`src/design/cpualu_pkg.sv`:
```
// Shared types and constants for the processor ALU micro-operation unit.
package cpualu_pkg;

  localparam int unsigned OP_W   = 5;
  localparam int unsigned BYTE_W = 8;

  localparam int unsigned FLAG_N_BIT = 7;
  localparam int unsigned FLAG_V_BIT = 6;
  localparam int unsigned FLAG_Z_BIT = 1;
  localparam int unsigned FLAG_C_BIT = 0;

  typedef enum logic [OP_W-1:0] {
    OP_NOP   = 5'd0,
    OP_INC   = 5'd1,
    OP_INCNF = 5'd2,
    OP_DEC   = 5'd3,
    OP_DECNF = 5'd4,
    OP_MOV   = 5'd5,
    OP_MOVNF = 5'd6,
    OP_CLS   = 5'd7,
    OP_SET   = 5'd8,
    OP_CMP   = 5'd9,
    OP_ASL   = 5'd10,
    OP_LSR   = 5'd11,
    OP_ROL   = 5'd12,
    OP_ROR   = 5'd13,
    OP_XOR   = 5'd14,
    OP_OR    = 5'd15,
    OP_AND   = 5'd16,
    OP_ADD   = 5'd17,
    OP_SBC   = 5'd18,
    OP_ADC   = 5'd19,
    OP_BIT   = 5'd20,
    OP_VFIX  = 5'd21
  } op_t;

  typedef struct packed {
    logic [OP_W-1:0]   op;
    logic [BYTE_W-1:0] dst_value;
    logic [BYTE_W-1:0] src_value;
    logic [BYTE_W-1:0] flag_mask;
    logic [BYTE_W-1:0] status_in;
  } in_item_t;

  typedef struct packed {
    logic [BYTE_W-1:0] dst_out;
    logic              dst_write;
    logic [BYTE_W-1:0] src_out;
    logic              src_write;
    logic              carry_temp;
    logic              carry_temp_write;
    logic [BYTE_W-1:0] status_out;
    logic              replay;
  } out_item_t;

endpackage

```
`src/design/cpualu_if.sv`:
```
// Valid/ready channel interfaces for the ALU request and result streams.
interface cpualu_in_if import cpualu_pkg::*; ();
  logic     valid;
  logic     ready;
  in_item_t data;

  modport source (output valid, output data, input ready);
  modport sink   (input valid, input data, output ready);
endinterface

interface cpualu_out_if import cpualu_pkg::*; ();
  logic      valid;
  logic      ready;
  out_item_t data;

  modport source (output valid, output data, input ready);
  modport sink   (input valid, input data, output ready);
endinterface

```
`src/design/cpu_alu_micro_op_unit.sv`:
```
// Eight-bit binary-mode ALU micro-operation unit with registered input and result stages.
// A request waits in the input stage; its result is registered in the result stage.
// Throughput: one request per cycle unless out_ch.ready stalls the chain of both stages.
// A new request is taken whenever the input stage is empty or can move forward.
// Reset (rst_n low, synchronous) empties both stages; payload registers are not reset.
module cpu_alu_micro_op_unit import cpualu_pkg::*; (
  input  logic                clk,
  input  logic                rst_n,
  cpualu_in_if.sink           in_ch,
  cpualu_out_if.source        out_ch
);

  in_item_t  in_r;
  logic      v1_r;
  out_item_t out_r;
  out_item_t out_nxt;
  logic      v2_r;
  logic      adv2;
  logic      adv1;

  logic [BYTE_W-1:0] a;
  logic [BYTE_W-1:0] b;
  logic [BYTE_W-1:0] bb;
  logic [BYTE_W-1:0] d;
  logic [BYTE_W-1:0] p;
  logic [BYTE_W-1:0] nz_val;
  logic [BYTE_W:0]   sum;
  logic              cin;
  logic              upd_nz;

  assign adv2         = !v2_r || out_ch.ready;
  assign adv1         = !v1_r || adv2;
  assign in_ch.ready  = adv1;
  assign out_ch.valid = v2_r;
  assign out_ch.data  = out_r;

  always_comb begin
    a      = in_r.dst_value;
    b      = in_r.src_value;
    p      = in_r.status_in;
    cin    = in_r.status_in[FLAG_C_BIT];
    bb     = b;
    d      = a;
    sum    = '0;
    nz_val = '0;
    upd_nz = 1'b0;
    out_nxt                  = '0;
    out_nxt.src_out          = b;
    unique case (op_t'(in_r.op)) inside
      OP_INC, OP_INCNF: begin
        d = a + 8'd1;
        out_nxt.dst_write = 1'b1;
        upd_nz = (op_t'(in_r.op) == OP_INC);
        nz_val = d;
      end
      OP_DEC, OP_DECNF: begin
        d = a - 8'd1;
        out_nxt.dst_write = 1'b1;
        upd_nz = (op_t'(in_r.op) == OP_DEC);
        nz_val = d;
      end
      OP_MOV, OP_MOVNF: begin
        d = b;
        out_nxt.dst_write = 1'b1;
        upd_nz = (op_t'(in_r.op) == OP_MOV);
        nz_val = d;
      end
      OP_CLS: p = p & ~in_r.flag_mask;
      OP_SET: p = p | in_r.flag_mask;
      OP_CMP: begin
        nz_val = a - b;
        upd_nz = 1'b1;
        p[FLAG_C_BIT] = (a >= b);
      end
      OP_ASL: begin
        p[FLAG_C_BIT] = a[7];
        d = {a[6:0], 1'b0};
        out_nxt.dst_write = 1'b1;
        upd_nz = 1'b1;
        nz_val = d;
      end
      OP_LSR: begin
        p[FLAG_C_BIT] = a[0];
        d = {1'b0, a[7:1]};
        out_nxt.dst_write = 1'b1;
        upd_nz = 1'b1;
        nz_val = d;
      end
      OP_ROL: begin
        p[FLAG_C_BIT] = a[7];
        d = {a[6:0], cin};
        out_nxt.dst_write = 1'b1;
        upd_nz = 1'b1;
        nz_val = d;
      end
      OP_ROR: begin
        p[FLAG_C_BIT] = a[0];
        d = {cin, a[7:1]};
        out_nxt.dst_write = 1'b1;
        upd_nz = 1'b1;
        nz_val = d;
      end
      OP_XOR, OP_OR, OP_AND: begin
        if (op_t'(in_r.op) == OP_XOR) begin
          d = a ^ b;
        end else if (op_t'(in_r.op) == OP_OR) begin
          d = a | b;
        end else begin
          d = a & b;
        end
        out_nxt.dst_write = 1'b1;
        upd_nz = 1'b1;
        nz_val = d;
      end
      OP_ADD: begin
        sum = {1'b0, a} + {1'b0, b};
        d = sum[BYTE_W-1:0];
        out_nxt.dst_write        = 1'b1;
        out_nxt.carry_temp       = sum[BYTE_W];
        out_nxt.carry_temp_write = 1'b1;
      end
      OP_SBC, OP_ADC: begin
        if (op_t'(in_r.op) == OP_SBC) begin
          bb = ~b;
          out_nxt.src_out   = ~b;
          out_nxt.src_write = 1'b1;
        end
        sum = {1'b0, a} + {1'b0, bb} + {{BYTE_W{1'b0}}, cin};
        d = sum[BYTE_W-1:0];
        out_nxt.dst_write = 1'b1;
        p[FLAG_V_BIT] = ~(a[7] ^ bb[7]) & (a[7] ^ d[7]);
        p[FLAG_C_BIT] = sum[BYTE_W];
        upd_nz = 1'b1;
        nz_val = d;
      end
      OP_BIT: begin
        p[FLAG_N_BIT] = b[7];
        p[FLAG_V_BIT] = b[6];
        p[FLAG_Z_BIT] = ((a & b) == '0);
      end
      OP_VFIX: begin
        if (b != '0) begin
          d = a + b;
          out_nxt.dst_write = 1'b1;
          out_nxt.replay    = 1'b1;
        end
      end
      default: begin
      end
    endcase
    if (upd_nz) begin
      p[FLAG_N_BIT] = nz_val[7];
      p[FLAG_Z_BIT] = (nz_val == '0);
    end
    out_nxt.dst_out    = d;
    out_nxt.status_out = p;
  end

  always_ff @(posedge clk) begin
    if (!rst_n) begin
      v1_r <= 1'b0;
      v2_r <= 1'b0;
    end else begin
      if (adv1) begin
        v1_r <= in_ch.valid;
      end
      if (adv2) begin
        v2_r <= v1_r;
      end
    end
  end

  always_ff @(posedge clk) begin
    if (adv1 && in_ch.valid) begin
      in_r <= in_ch.data;
    end
    if (adv2 && v1_r) begin
      out_r <= out_nxt;
    end
  end

  // Both the input and result stages are empty right after reset.
  a_reset_empty: assert property (@(posedge clk) !rst_n |=> !v1_r && !v2_r)
    else $error("pipeline not empty after reset");

  // A loaded input stage that may advance fills the result stage.
  a_stage_advance: assert property (@(posedge clk) disable iff (!rst_n)
    v1_r && adv2 |=> v2_r)
    else $error("input stage item lost");

  // Source write-back only comes with sbc, which also writes the destination.
  a_src_write: assert property (@(posedge clk) disable iff (!rst_n)
    out_ch.valid && out_r.src_write |-> out_r.dst_write && !out_r.carry_temp_write)
    else $error("source write without destination write");

  // A replay request always carries a destination write.
  a_replay: assert property (@(posedge clk) disable iff (!rst_n)
    out_ch.valid && out_r.replay |-> out_r.dst_write && !out_r.src_write)
    else $error("replay without destination write");

endmodule
```
`src/flat_wrapper.sv`:
```
// flat-port wrapper written by rule: the top's interface ports become plain ports
module cpu_alu_micro_op_unit_flat import cpualu_pkg::*;
  (clk, rst_n, in_ch_valid, in_ch_data, in_ch_ready, out_ch_valid, out_ch_data, out_ch_ready);
  cpualu_in_if in_ch_i ();
  cpualu_out_if out_ch_i ();
  input  logic clk;
  input  logic rst_n;
  input wire logic [$bits(in_ch_i.valid)-1:0] in_ch_valid;
  input wire logic [$bits(in_ch_i.data)-1:0] in_ch_data;
  output wire logic [$bits(in_ch_i.ready)-1:0] in_ch_ready;
  output wire logic [$bits(out_ch_i.valid)-1:0] out_ch_valid;
  output wire logic [$bits(out_ch_i.data)-1:0] out_ch_data;
  input wire logic [$bits(out_ch_i.ready)-1:0] out_ch_ready;
  assign in_ch_i.valid = in_ch_valid;
  assign in_ch_i.data = in_ch_data;
  assign in_ch_ready = in_ch_i.ready;
  assign out_ch_valid = out_ch_i.valid;
  assign out_ch_data = out_ch_i.data;
  assign out_ch_i.ready = out_ch_ready;
  cpu_alu_micro_op_unit u_core (.clk(clk), .rst_n(rst_n), .in_ch(in_ch_i), .out_ch(out_ch_i));
endmodule
```
`config.mk`:
```
export PLATFORM = sky130hd
export DESIGN_NAME = cpu_alu_micro_op_unit_flat
export DESIGN_NICKNAME = d
export VERILOG_FILES = /design/src/design/cpualu_pkg.sv /design/src/design/cpualu_if.sv /design/src/design/cpu_alu_micro_op_unit.sv /design/src/flat_wrapper.sv
export SDC_FILE = /design/constraint.sdc
export NUM_CORES = 1
export LEC_CHECK = 0
export ABC_AREA = 1
export BUFFER_PORTS_ARGS = -buffer_cell sky130_fd_sc_hd__buf_2
export CELL_PAD_IN_SITES_DETAIL_PLACEMENT = 0
export CELL_PAD_IN_SITES_GLOBAL_PLACEMENT = 1
export CORE_MARGIN = 2
export CORE_UTILIZATION = 40
export DETAILED_ROUTE_END_ITERATION = 10
export HOLD_SLACK_MARGIN = 0.02
export PLACE_DENSITY_LB_ADDON = 0.1
export SLEW_MARGIN = 20
export SYNTH_ARGS = -nofsm -noshare
export SYNTH_HDL_FRONTEND = slang
export SYNTH_SLANG_ARGS = --single-unit
export TNS_END_PERCENT = 5
```
`constraint.sdc`:
```
create_clock -name clk -period 3.5 [get_ports clk]
set_input_delay 0.35 -clock clk [delete_from_list [all_inputs] [get_ports clk]]
set_output_delay 0.35 -clock clk [all_outputs]
set_load 0.01 [all_outputs]
```
==> reports/qor.yml <==
synthAdderAreaFrac_pct: 9.74
finalSetupViolCount: 0
drive_gt1_share_pct: 16.9
criticalPathCategory: "flip-flop to flip-flop"
hpwl_mm: 13.6
layout_worst_path_cycle_share_pct: 91.7
clock_skew_ps: 12.8
crit_arrival_ps: 3280
start_util_pct: 40.6
antenna_found_initial: 0
synth_edf_count: 66
finalSetupTns_ps: 0
period_minus_slack_ps: 3210
dr.pass1.iters: 6
dpl_worst_slack_ps: 371
h-tree-depth: 3
synth_area_leader_cell: "edfxtp_1"
yosysWarnings: 0
holdWs_ps: 179
vias: 4920
max_freq_mhz: 312
ys_ff_latch: 68
ir_drop_mv: 0.309
gp_congestion: 1.00
dieArea_sq_um: 13600
synthArstFlopShare_pct: 0
yosysUniqueCellTypes: 36
synthSimpleGateAreaFrac_pct: 31.3
synth_xor_area_share_pct: 3.29
grt_pass1_wl_mm: 26.3
combinationalPowerShare_pct: 21.1
synthTopCellsByCount: "173 x nand2_1, 81 x nor2_1, 79 x inv_1, 73 x nand3_1, 66 x edfxtp_1"
synthCells: 667
intPower_mw: 1.69
avgViaCountPerCell: 5.26
seqPwrFrac_pct: 40.1
finish.net_count: 836
netSwitchingFraction_pct: 31.0
maxSlewViolCount: 0
rsz0062_at_grt: "false"
drc: 0
ys_seq_area_share_pct: 40.0
drtAntennaViolNets: 0
synth_top_family_by_area: "simple AND/OR/NAND/NOR gates"
dpl-instance-area_sq_um: 5730
cts-resized-gates: 0
drt_iter0_drc: 438
syn_nets: 745
die_w_um: 116
placedCellCount: 918
p_leak_nw: 2.91
synth_compound_area_share_pct: 8.08
pwr-share-clk_pct: 38.8
die_h_um: 116
io-pin-count: 72
syn_avg_cell_area_sq_um: 7.59
synth_area_sq_um: 5060
synth.area.mux_share_pct: 0
wl_per_cell_um: 18.9
hold_viol_final: 0
cts_max_path_buffers: 2
cp-start-kind: "flip-flop"
cts.sinks: 68
gr-total-overflow: 0
synth_top_area_share_pct: 39.2
crit_fanout: 7
num_rows: 41
power.density_nw_per_um2: 405
coreArea_sq_um: 12500
crit_path_end_kind: "flip-flop"
wl_mm: 17.7
fin_area_sq_um: 6070
required_ps: 3570
num_antenna_cells: 0
hold_path.class: "input pin to flip-flop"
synthFlopType: "edfxtp_1"
layout.cells.non_filler: 935
worst_slew_pin_slew_ps: 605
power.net_switching_mw: 0.762
final_util_pct: 48.7
clk_pin_slew_worst_paths_ps: 60
grt_max_degree: 38
clock-root-buffer: "clkbuf_16"
cts_tree: "done"
post-cts-setup-buffers: 0
area_growth_pct: 19.9
drv_cap: 0
synth_area_leaders: "edfxtp_1 39%, nand2_1 13%, ha_1 8.2%"
grt_pass1_vias: 4533
cts_buffers: 9
ctsHoldBuffers: 0
status: "completed"
max-slew-margin-rel_pct: 59.2
grt_usage_pct: 26.9
fin_ws_ps: 292
fin_total_pwr_mw: 2.46
synth.most_common_cell: "nand2_1"
clk-insertion-delay-late_ps: 350
port_buffers: 71
final timing paths:
| path | startpoint | end | slack (ps) | depth (start not counted) |
|---|---|---|---|---|
| hold reg to reg | u_core.out_ch.valid | u_core.out_ch.valid | 550 | 2 |
| setup / recovery | u_core.in_r[34] | u_core.out_ch.data[22] | 290 | 13 |
| setup reg to reg | u_core.in_r[34] | u_core.out_ch.data[22] | 290 | 13 |
| hold / removal | in_ch_data[33] | u_core.in_r[33] | 180 | 1 |
state kept, by name, summed over array words and instances (netlist names):
signal and cells:
u_core.cin 1, u_core.out_ch.data 29, u_core.v1_r 1, u_core.in_r 20, u_core.b 8, u_core.out_ch.valid 1, u_core.a 8
cell families (layout without fill, tap and decap cells):
| family | Yosys count | count (layout) |
|---|---|---|
| xor+xnor | 19 | 19 |
| compound gates | 75 | 75 |
| flops | 68 | 68 |
| simple gates | 369 | 369 |
| buf+inv | 99 | 195 |
| fa+ha+maj | 37 | 37 |
power by group through the flow:
stage | registers [mW] | logic, mW | clock network (mW)
after floorplan | 1.01 | 0.307 | 0
after global placement | 1.00 | 0.500 | 0
after detailed placement | 1.00 | 0.502 | 0
after CTS | 0.985 | 0.504 | 0.972
after global routing | 0.990 | 0.571 | 1.00
final | 0.985 | 0.518 | 0.953
placed cells by master, fill, tap and decap left out, types with 19 or more instances in the layout:
cell type | netlist | layout
nand2_1 | 173 | 173
inv_1 | 79 | 79
ha_1 | 33 | 33
buf_4 | 2 | 19
a21oi_1 | 23 | 22
nand3_1 | 73 | 73
o21ai_0 | 27 | 27
nor2_1 | 81 | 81
edfxtp_1 | 66 | 66
buf_2 | 5 | 71
xor2_1 | 19 | 19
per-layer routing:
metal	vias up	track usage, %	share of wire (%)
li1	2394	-	-
met1	2302	38.4	46
met2	195	41.9	46
met3	29	4.05	5.8
met4	0	9.13	2.3
met5	-	0	0
final cells by class:
type                       count  area, sq um
fill                        1247         6400
multi-input combinational    500         2670
sequential                    68         2020
timing repair buffer          91          526
inverter                      88          330
clock buffer                   9          225
tap                          172          215
clock inverter                 7         85.1
worst max-delay path: stages, from the launching register on:
cell and delay (ps):
edfxtp_1 510, nor2_2 240, nand3_2 120, nor2_2 150
xor2_1 120, fa_1 390, inv_1 140, fa_1 430
inv_1 60, o22ai_1 70, nor2_1 110, o21ai_1 100
a211oi_1 320, o21ai_1 150
Power figures use the tool's default switching activity.
